## src/hdl/zzac_pkg.sv

```systemverilog
// Package for the zigzag array counter: word types, controller states,
// command and status structs, and the modular add. No dependencies.
package zzac_pkg;

    localparam int DEF_MAX_RANGE = 2048;
    localparam int DEF_MAX_LEN   = 2048;

    localparam logic [29:0] PRIME = 30'd1000000007;

    typedef struct packed {
        logic [11:0] arr_len;
        logic [11:0] low_lim;
        logic [11:0] up_lim;
    } zzac_req_t;

    typedef struct packed {
        logic [29:0] count;
        logic        too_wide;
    } zzac_rsp_t;

    typedef enum logic [2:0] {
        ST_IDLE,
        ST_SETUP,
        ST_START,
        ST_PASS,
        ST_DRAIN,
        ST_FINISH
    } zzac_state_t;

    typedef struct packed {
        logic load;
        logic pass_start;
        logic step;
        logic pass_end;
        logic out_load;
    } zzac_cmd_t;

    typedef struct packed {
        logic special;
        logic last_elem;
        logic last_pass;
    } zzac_sts_t;

    // Sum of two residues below the prime, reduced once.
    function automatic logic [29:0] add_mod(input logic [29:0] a, input logic [29:0] b);
        logic [30:0] s;
        s = {1'b0, a} + {1'b0, b};
        if (s >= {1'b0, PRIME})
            s = s - {1'b0, PRIME};
        return s[29:0];
    endfunction

endpackage

```

## src/hdl/zzac_ctrl.sv

```systemverilog
// Controller state machine of the zigzag array counter.
// Depends on zzac_pkg; drives commands to zzac_dp and owns the result valid.
module zzac_ctrl
    import zzac_pkg::*;
(
    input  logic      clk,
    input  logic      rst_n,
    input  logic      req_valid,
    output logic      req_ready,
    output logic      rsp_valid,
    input  logic      rsp_ready,
    input  zzac_sts_t sts,
    output zzac_cmd_t cmd
);

    zzac_state_t state_reg, state_next;
    logic        rsp_valid_reg, rsp_valid_next;

    always_ff @(posedge clk or negedge rst_n)
    begin
        if (!rst_n)
        begin
            state_reg     <= ST_IDLE;
            rsp_valid_reg <= 1'b0;
        end
        else
        begin
            state_reg     <= state_next;
            rsp_valid_reg <= rsp_valid_next;
        end
    end

    always_comb
    begin
        state_next = state_reg;
        cmd        = '0;
        case (state_reg)
            ST_IDLE:
            begin
                if (req_valid)
                begin
                    cmd.load   = 1'b1;
                    state_next = ST_SETUP;
                end
            end
            ST_SETUP:
            begin
                state_next = sts.special ? ST_FINISH : ST_START;
            end
            ST_START:
            begin
                cmd.pass_start = 1'b1;
                state_next     = ST_PASS;
            end
            ST_PASS:
            begin
                cmd.step = 1'b1;
                if (sts.last_elem)
                    state_next = ST_DRAIN;
            end
            ST_DRAIN:
            begin
                // The last write of the pass lands here.
                cmd.pass_end = 1'b1;
                state_next   = sts.last_pass ? ST_FINISH : ST_START;
            end
            ST_FINISH:
            begin
                if (!rsp_valid_reg || rsp_ready)
                begin
                    cmd.out_load = 1'b1;
                    state_next   = ST_IDLE;
                end
            end
            default:
            begin
                state_next = ST_IDLE;
            end
        endcase
    end

    always_comb
    begin
        if (cmd.out_load)
            rsp_valid_next = 1'b1;
        else if (rsp_ready)
            rsp_valid_next = 1'b0;
        else
            rsp_valid_next = rsp_valid_reg;
    end

    assign req_ready = (state_reg == ST_IDLE);
    assign rsp_valid = rsp_valid_reg;

endmodule

```

## config.mk

```make
export PLATFORM = sky130hd
export DESIGN_NAME = zzac_ctrl
export DESIGN_NICKNAME = d
export VERILOG_FILES = /design/src/hdl/zzac_pkg.sv /design/src/hdl/zzac_ctrl.sv
export SDC_FILE = /design/constraint.sdc
export NUM_CORES = 1
export LEC_CHECK = 0
export ABC_AREA = 1
export BUFFER_PORTS_ARGS = -buffer_cell sky130_fd_sc_hd__buf_4
export CORE_AREA = 10 10 47 49
export CTS_CLUSTER_DIAMETER = 40
export CTS_CLUSTER_SIZE = 10
export DETAILED_ROUTE_END_ITERATION = 10
export DIE_AREA = 0 0 57 59
export GPL_TIMING_DRIVEN = 0
export PLACE_DENSITY = 0.46
export SLEW_MARGIN = 25
export SYNTH_ARGS = -nofsm -noshare
export SYNTH_HDL_FRONTEND = slang
export SYNTH_SLANG_ARGS = --single-unit
export TNS_END_PERCENT = 20
```

## constraint.sdc

```tcl
create_clock -name clk -period 2.48 [get_ports clk]
set_clock_uncertainty 0.05 [all_clocks]
set_input_delay 0.496 -clock clk [delete_from_list [all_inputs] [get_ports clk]]
set_output_delay 0.496 -clock clk [all_outputs]
set_load 0.005 [all_outputs]
```

# Yosys cells after proc, flatten, opt, wreduce, memory -nomap -nowiden
# Index checks and enable logic that the tools add are counted.
# word_totals
register_bits	4
in_bits	7
output_inout_bits	7
elab_cells	30
# classes
eq_ne	8
muxes	15
reduce_logical	5
# ops
operator	count
one-hot mux 3 bit (6 select lines)	1
two-way mux 3 bit	5
two-way mux 1 bit	9
equality test 3 x 2 -> 1 bit, second input constant	2
equality test 3 bit, second input constant	2
!= test 2 bit, second input constant	3
equality test 3 x 1 -> 1 bit, second input constant	1
logical NOT 3 bit	1
AND reduction 3 bit	1
nonzero test 2 bit	1
logical NOT 1 bit	1
logical OR 1 bit	1

# Depth between registers and ports, before layout
# Gate-level depths: netlist (run 1).
# logic_depth
ltp_word	5
mapped_depth	7
ltp_nobuf	7

# Worst setup path after synthesis (run 1)
# No wires, ideal clock.
# synth_path
path_kind	reg2out
startpoint	register state_reg[2]
endpoint	output port cmd[0] (netlist bit)
arrival_time_ps	841
required_ps	1934
setup_slack_ps	1093
path_stages_with_launch	4
path_buffers	1
path_cell_list	dfrtp_1 -> nand3_1 -> a21oi_1 -> buf_4
# synth_rtl
element	line_no	rtl
start: declaration	zzac_ctrl.sv:16	zzac_state_t state_reg, state_next;
start signal: assignment	zzac_ctrl.sv:28	state_reg <= state_next;
end: declaration	zzac_ctrl.sv:13	output zzac_cmd_t cmd

==> results of run 1 <==
==> final cells by class <==
type / instances / area [um2]
well taps: 16 / 20.0
inverters: 11 / 41.3
clock buffers: 3 / 22.5
multi-input cells: 29 / 155
fillers: 171 / 947
flip-flops and latches: 4 / 100
repair buffers: 14 / 108
plain buffers: 1 / 7.51
==> power groups by stage <==
stage	Clock, mW	Sequential, mW	Combinational, mW
2_1_floorplan	0	0.125	0.157
3_3_place_gp	0	0.132	0.256
3_5_place_dp	0	0.134	0.257
4_1_cts	0.0827	0.132	0.260
5_1_grt	0.0917	0.136	0.290
6_report	0.0783	0.132	0.253
==> placed cells by master, fill, tap and decap left out <==
| master | instances |
|---|---|
| dfrtp_1 | 4 |
| nand3_2 | 1 |
| inv_2 | 3 |
| nor2_2 | 3 |
| clkbuf_4 | 3 |
| nor3_1 | 1 |
| buf_4 | 14 |
| nand4_1 | 3 |
| nand3b_1 | 1 |
| nand2_2 | 2 |
| a21oi_1 | 2 |
| nor2_1 | 2 |
| nand2_1 | 9 |
| inv_1 | 8 |
| dlygate4sd3_1 | 1 |
| nor2_4 | 1 |
| nand3_1 | 4 |
==> through the flow <==
stage	area (um2)	hold WS (ns)	std cells
detailed placement	422	0.244	74
floorplan	304	0.150	45
finish	454	0.509	78
CTS	454	0.503	78
global route	454	0.535	78
global placement	422	0.245	74
==> final timing paths <==
kind | end | slack (ns) | depth (start not counted)
max | cmd[0] | 0.65 | 4
min | state_reg[1]$_DFFE_PN0P_ | 0.51 | 4
max reg2reg | state_reg[0]$_DFFE_PN0P_ | 1.34 | 6
min reg2reg | rsp_valid$_DFFE_PN0P_ | 0.56 | 2
max in group asynchronous | state_reg[1]$_DFFE_PN0P_ | 1.74 | 2
min in group asynchronous | state_reg[2]$_DFFE_PN0P_ | 0.55 | 2
==> logic make-up after synthesis <==
logic type | synth area share
AND/OR/NAND/NOR | 0.477
buffers and inverters | 0.161
flip-flops | 0.329
AO/OA/AOI/OAI | 0.0329
==> routing by layer <==
layer,up-vias,track usage,part of all wire
li1,174,-,-
met1,148,0.0452,0.41
met2,3,0.0930,0.55
met3,0,0.0236,0.034
met4,0,0.0302,0
met5,-,0,0
==> what timing repair did <==
action,CTS,global route
hold endpoints to repair,4,0
hold buffers,1,0
resized for setup,0,0
==> critical path, delay by kind of cell, from the launching register on <==
kind	cells	cell delay, ns
flip-flops	1	0.45
AO/OA/AOI/OAI	1	0.18
buffers and inverters	2	0.21
AND/OR/NAND/NOR	1	0.21
==> flow_summary.ini, run 1 <==
[timing]
fin_ws_ns = 0.653
final.setup.tns_ns = 0
period_share = 0.737
relSlewSlack = 0.833
period_minus_slack_ns = 1.83
hold_viol_final = 0
tightest_slew_ns = 0.249
rsz0062_at_grt = no
slew_viol_final = 0
max_freq_mhz = 547
finalSetupViolations = 0

[layout]
final_core_util = 0.324
largest_reg_flops = 3
num_antenna_cells = 0
drive_gt1_frac = 0.435
synthToLayoutAreaGrowth_pct = 49.4
fin_nets = 71

[global_routing]
overflow = 0
grt_usage = 0.0510
grt_pass1_vias = 348
antenna_found_initial = 0
grt_max_degree = 7
grt_pass1_wl_um = 1390

[synthesis]
synth_edf_count = 0
synth_cell_types = 15
synthCells = 45
syn_area_um2 = 304
yosys_warnings = 0
post-synth-top-count-cell = nand2_1
synthTopCellsByArea = dfrtp_1, nand2_1, inv_1
synth_nets = 52
synthArstFlopShare = 1.00
synth_top_area_share = 0.329
seq_area_frac_synth = 0.329
synth-seq-cells = 4
synth_top_cells_by_count = nand2_1, inv_1, dfrtp_1, nand3_1
ys.flop_type = dfrtp_1
synth_top_area_cell = dfrtp_1
avgSynthCellArea_um2 = 6.76

[power_and_ir_drop]
power.density_mw_per_mm2 = 1020
combPwrFrac = 0.547
clkPwrFrac = 0.169
p_int_mw = 0.266
ir_worst_vdd_uv = 368
switchingPower_mw = 0.197
switching_share = 0.425
pwr-share-seq = 0.284
p_leak_nw = 0.261
power.total_mw = 0.463

[detailed_routing]
ant_nets = 0
wl_per_cell_um = 10.2
post-route-drc-count = 0
dr.pass1.iters = 2
dr.first_iter.drc_count = 8
routed_via_density = 4.17
wl_um = 796
num_vias = 325

[worst_setup_path]
crit_path_frequent_cell = buf_4
worstPathArrival_ns = 1.28
startpoint_type = register
path_cells = nand3_1, a21oi_1, buf_4, buf_4
crit_required_ns = 1.93
critPathMaxStageDelay_ns = 0.45
crit_type = register to output pin
worstSetupStartpoint = state_reg[2]$_DFFE_PN0P_
path_max_fanout = 6
endpoint_kind = output pin
timing.rr.start = state_reg[0]$_DFFE_PN0P_
slowest_stage = dfrtp_1

[clock_network]
root_buffer = clkbuf_4
cts_buffers = 3
cts_buffer_depth = 2
cts_setup_buffers = 0
cts_tree = built
clock_latency_ns = 0.23
path_clk_slew_ns = 0.04
cts_sinks = 4
htreeDepth = 1

[place]
port_buffers = 13
routabilityCongestion = 0.703
dpl.hpwl_um = 696
post-place-ws_ns = 0.886

[die]
start_util = 0.217
rows = 14
die_x_um = 57
core_mm2 = 0.00140
die_h_um = 59
die_area_mm2 = 0.00336
ios = 14

[status]
status = finished, final reports clean

[worst_hold_path]
hold_path.class = input port to register
min_from = sts[0]

[run]
drv_cap = 0
No activity file was read; power rests on OpenSTA's default activity.
==> run 2: changes to the inputs <==
==> constraint.sdc (replaced) <==
create_clock -name clk -period 1.79 [get_ports clk]
set_clock_uncertainty 0.05 [all_clocks]
set_input_delay 0.358 -clock clk [delete_from_list [all_inputs] [get_ports clk]]
set_output_delay 0.358 -clock clk [all_outputs]
set_load 0.005 [all_outputs]
==> flow_summary.ini, run 2 (synthesis results as in run 1) <==
[status]
status = finished, final reports clean

[global_routing]
grt_max_degree = 7
grt_pass1_wl_um = 1390
antenna_found_initial = 0
overflow = 0
grt_usage = 0.0510
grt_pass1_vias = 348

[timing]
tightest_slew_ns = 0.219
hold_viol_final = 0
rsz0062_at_grt = no
slew_viol_final = 0
period_share = 0.895
final.setup.tns_ns = 0
period_minus_slack_ns = 1.60
max_freq_mhz = 624
finalSetupViolations = 0
relSlewSlack = 0.854

[layout]
fin_nets = 71
layout_common_cells = buf_4, nand2_1, inv_1
drive_gt1_frac = 0.500
final_core_util = 0.333
layout_commonest_cell = buf_4
synthToLayoutAreaGrowth_pct = 53.5
fin_area_um2 = 467
num_antenna_cells = 0
largest_reg_flops = 3

[worst_setup_path]
crit_path_frequent_cell = buf_4
path_max_fanout = 4
startpoint_type = register
cp_num_buf_inv = 3
crit_type = register to output pin
path_cells = inv_2, nand3_2, a21oi_2, buf_4, buf_4
crit_required_ns = 1.38
worstPathArrival_ns = 1.19
endpoint_kind = output pin
slowest_stage = dfrtp_1
critPathMaxStageDelay_ns = 0.42
path_delay_family = flip-flops

[detailed_routing]
ant_nets = 0
wl_per_cell_um = 10.4
post-route-drc-count = 0
wl_um = 808
routed_via_density = 4.12
dr.first_iter.drc_count = 10
dr.pass1.iters = 2
num_vias = 321

[clock_network]
htreeDepth = 1
clock_latency_ns = 0.23
path_clk_slew_ns = 0.04
root_buffer = clkbuf_4
cts_tree = built
cts_sinks = 4
cts_buffer_depth = 2
cts_buffers = 3

[die]
die_h_um = 59
die_x_um = 57
die_area_mm2 = 0.00336
core_mm2 = 0.00140
rows = 14
start_util = 0.217
ios = 14

[place]
dpl.hpwl_um = 696
routabilityCongestion = 0.703
port_buffers = 13
detailed_place.area_um2 = 422

[worst_hold_path]
hold_path.class = input port to register

[power_and_ir_drop]
ir_worst_vdd_uv = 511
power.total_mw = 0.662
p_leak_nw = 0.259
power.density_mw_per_mm2 = 1420

[run]
drv_cap = 0
## run 2: cell counts in the layout (fill, tap and decap cells not counted)
Identical to the previous run, type by type.
## run 2: worst paths after layout
path	from	to	slack [ns]	cells after the start
min reg2reg	rsp_valid$_DFFE_PN0P_	rsp_valid$_DFFE_PN0P_	0.58	2
max	state_reg[1]$_DFFE_PN0P_	cmd[0]	0.19	5
min	sts[0]	state_reg[1]$_DFFE_PN0P_	0.37	4
max reg2reg	state_reg[0]$_DFFE_PN0P_	state_reg[0]$_DFFE_PN0P_	0.62	7
max in group asynchronous	rst_n	state_reg[2]$_DFFE_PN0P_	1.17	2
min in group asynchronous	rst_n	state_reg[2]$_DFFE_PN0P_	0.41	2
## run 2: power by group
group          internal (mW)  switching (mW)
clock network         0.0748          0.0345
logic                  0.168           0.191
registers              0.133          0.0609
## run 2: cell type report
type	count	area [um2]
inverters	11	41.3
clock buffers	3	22.5
well taps	16	20.0
fillers	167	935
multi-input cells	29	166
plain buffers	1	7.51
repair buffers	14	108
flip-flops and latches	4	101
## run 2: what timing repair did
action                     CTS  global route
gates resized for setup      0             4
hold buffers                 1             0
setup endpoints to repair    0             1
hold endpoints to repair     4             0
buffers inserted             0             0
## run 2: worst reg2reg max path: cells and delay by family, from the launching register on
kind,cells,cell delay (ns)
simple gates,7,0.56
flops,1,0.45
## run 2: routing by layer
| metal | routed length [um] | vias up | GRT usage |
|---|---|---|---|
| li1 | - | 174 | - |
| met2 | 437 | 3 | 0.0930 |
| met5 | 0 | - | 0 |
| met4 | 0 | 0 | 0.0302 |
| met3 | 27 | 0 | 0.0236 |
| met1 | 343 | 144 | 0.0452 |
## run 2: metrics by stage
| step | cells | hold slack [ns] | setup slack (ns) |
|---|---|---|---|
| floorplan | 45 | 0.0124 | 0.541 |
| global placement | 74 | 0.107 | 0.319 |
| detailed placement | 74 | 0.106 | 0.334 |
| CTS | 78 | 0.365 | 0.0666 |
| global route | 78 | 0.396 | 0.0662 |
| finish | 78 | 0.369 | 0.187 |
==> run 3: changes to the inputs <==
--- a/config.mk
+++ b/config.mk
@@ -14,6 +14,7 @@
 export DIE_AREA = 0 0 57 59
 export GPL_TIMING_DRIVEN = 0
 export PLACE_DENSITY = 0.46
+export SKIP_LAST_GASP = 1
 export SLEW_MARGIN = 25
 export SYNTH_ARGS = -nofsm -noshare
 export SYNTH_HDL_FRONTEND = slang
==> constraint.sdc (replaced) <==
create_clock -name clk -period 1.79 [get_ports clk]
set_clock_uncertainty 0.05 [all_clocks]
set_input_delay 0.358 -clock clk [delete_from_list [all_inputs] [get_ports clk]]
set_output_delay 0.358 -clock clk [all_outputs]
set_load 0.05 [all_outputs]
==> flow_summary.ini, run 3 (synthesis results as in run 1) <==
[layout]
layout_common_cells = buf_4, nand2_1, inv_1
drive_gt1_frac = 0.468
layout_commonest_cell = buf_4
synthToLayoutAreaGrowth_pct = 51.4
largest_reg_flops = 3
fin_nets = 71
num_antenna_cells = 0

[power_and_ir_drop]
p_int_mw = 0.378
combPwrFrac = 0.654
p_leak_nw = 0.261
pwr-share-seq = 0.216
ir_worst_vdd_uv = 619
power.total_mw = 0.843
switching_share = 0.551
power.density_mw_per_mm2 = 1830
switchingPower_mw = 0.465
clkPwrFrac = 0.129

[global_routing]
overflow = 0
grt_pass1_vias = 327
grt_pass1_wl_um = 1320
grt_usage = 0.0475
antenna_found_initial = 0
grt_max_degree = 7

[place]
post-place-ws_ns = 0.241
dpl.hpwl_um = 641
port_buffers = 13
routabilityCongestion = 0.669

[die]
core_mm2 = 0.00140
die_h_um = 59
ios = 14
die_area_mm2 = 0.00336
die_x_um = 57
start_util = 0.217
rows = 14

[clock_network]
cts_tree = built
clock_latency_ns = 0.23
cts_buffers = 3
cts_buffer_depth = 2
cts_sinks = 4
htreeDepth = 1
path_clk_slew_ns = 0.04
root_buffer = clkbuf_4

[worst_setup_path]
startpoint_type = register
endpoint_kind = output pin
path_max_fanout = 4
crit_type = register to output pin
worstPathArrival_ns = 1.33
crit_required_ns = 1.38

[status]
status = finished, final reports clean

[timing]
fin_ws_ns = 0.0502
rsz0062_at_grt = yes
relSlewSlack = 0.836
hold_viol_final = 0
slew_viol_final = 0
period_share = 0.972
period_minus_slack_ns = 1.74
finalSetupViolations = 0
max_freq_mhz = 575
tightest_slew_ns = 0.245

[detailed_routing]
dr.first_iter.drc_count = 7
post-route-drc-count = 0
wl_per_cell_um = 9.86
ant_nets = 0
wl_um = 769
routed_via_density = 3.99
num_vias = 311
dr.pass1.iters = 4

[run]
drv_cap = 0

[worst_hold_path]
hold_path.class = input port to register
-- run 3: cell counts in the layout (fill, tap and decap cells not counted) --
Identical to the previous run, type by type.
-- run 3: final timing paths --
kind                                           from                  endpoint  slack (ns)  cells after the start
max reg2reg                state_reg[1]$_DFFE_PN0P_  state_reg[0]$_DFFE_PN0P_        0.66                      6
min                                          sts[0]  state_reg[1]$_DFFE_PN0P_        0.38                      4
min reg2reg                   rsp_valid$_DFFE_PN0P_     rsp_valid$_DFFE_PN0P_        0.53                      2
max                        state_reg[1]$_DFFE_PN0P_                    cmd[0]        0.05                      5
min in group asynchronous                     rst_n     rsp_valid$_DFFE_PN0P_        0.42                      2
max in group asynchronous                     rst_n  state_reg[2]$_DFFE_PN0P_        1.16                      2
-- run 3: per-stage QoR --
| stage | TNS (ns) | hold WS, ns | utilization | cells | instance area, um2 |
|---|---|---|---|---|---|
| floorplan | 0 | 0.0124 | - | 45 | 309 |
| global route | -0.109 | 0.392 | 0.329 | 78 | 460 |
| global placement | 0 | 0.107 | 0.304 | 74 | 427 |
| detailed placement | 0 | 0.107 | 0.304 | 74 | 427 |
| finish | 0 | 0.375 | 0.329 | 78 | 460 |
| CTS | 0 | 0.375 | 0.329 | 78 | 460 |
-- run 3: repair_timing --
action	CTS	global route
buffers inserted	0	0
hold endpoints to repair	4	0
hold buffers	1	0
endpoints found under the setup margin	1	4
resized for setup	1	0
-- run 3: power by group through the flow --
stage | logic (mW) | registers (mW) | clock network (mW)
4_1_cts | 0.558 | 0.182 | 0.116
2_1_floorplan | 0.387 | 0.205 | 0
5_1_grt | 0.596 | 0.193 | 0.121
6_report | 0.552 | 0.182 | 0.109
3_3_place_gp | 0.561 | 0.183 | 0
3_5_place_dp | 0.555 | 0.182 | 0
-- run 3: final cells by class --
cell class / count / area, um2
sequential: 4 / 101
timing repair buffer: 14 / 108
fill: 154 / 941
buffer: 1 / 7.51
multi-input combinational: 29 / 160
inverter: 11 / 41.3
clock buffer: 3 / 22.5
tap: 16 / 20.0
-- run 3: per-layer routing --
metal  GRT usage  up-vias  routed length [um]
met3      0.0129        0                   2
met1      0.0485      132                 348
met2      0.0837        3                 419
li1            -      176                   -
met5           0        -                   0
met4      0.0302        0                   0
-- run 3: critical path, stage by stage (launching register included) --
cell	delay [ns]
dfrtp_1	0.41
inv_2	0.08
nand3_1	0.15
a21oi_1	0.16
buf_4	0.12
buf_4	0.18
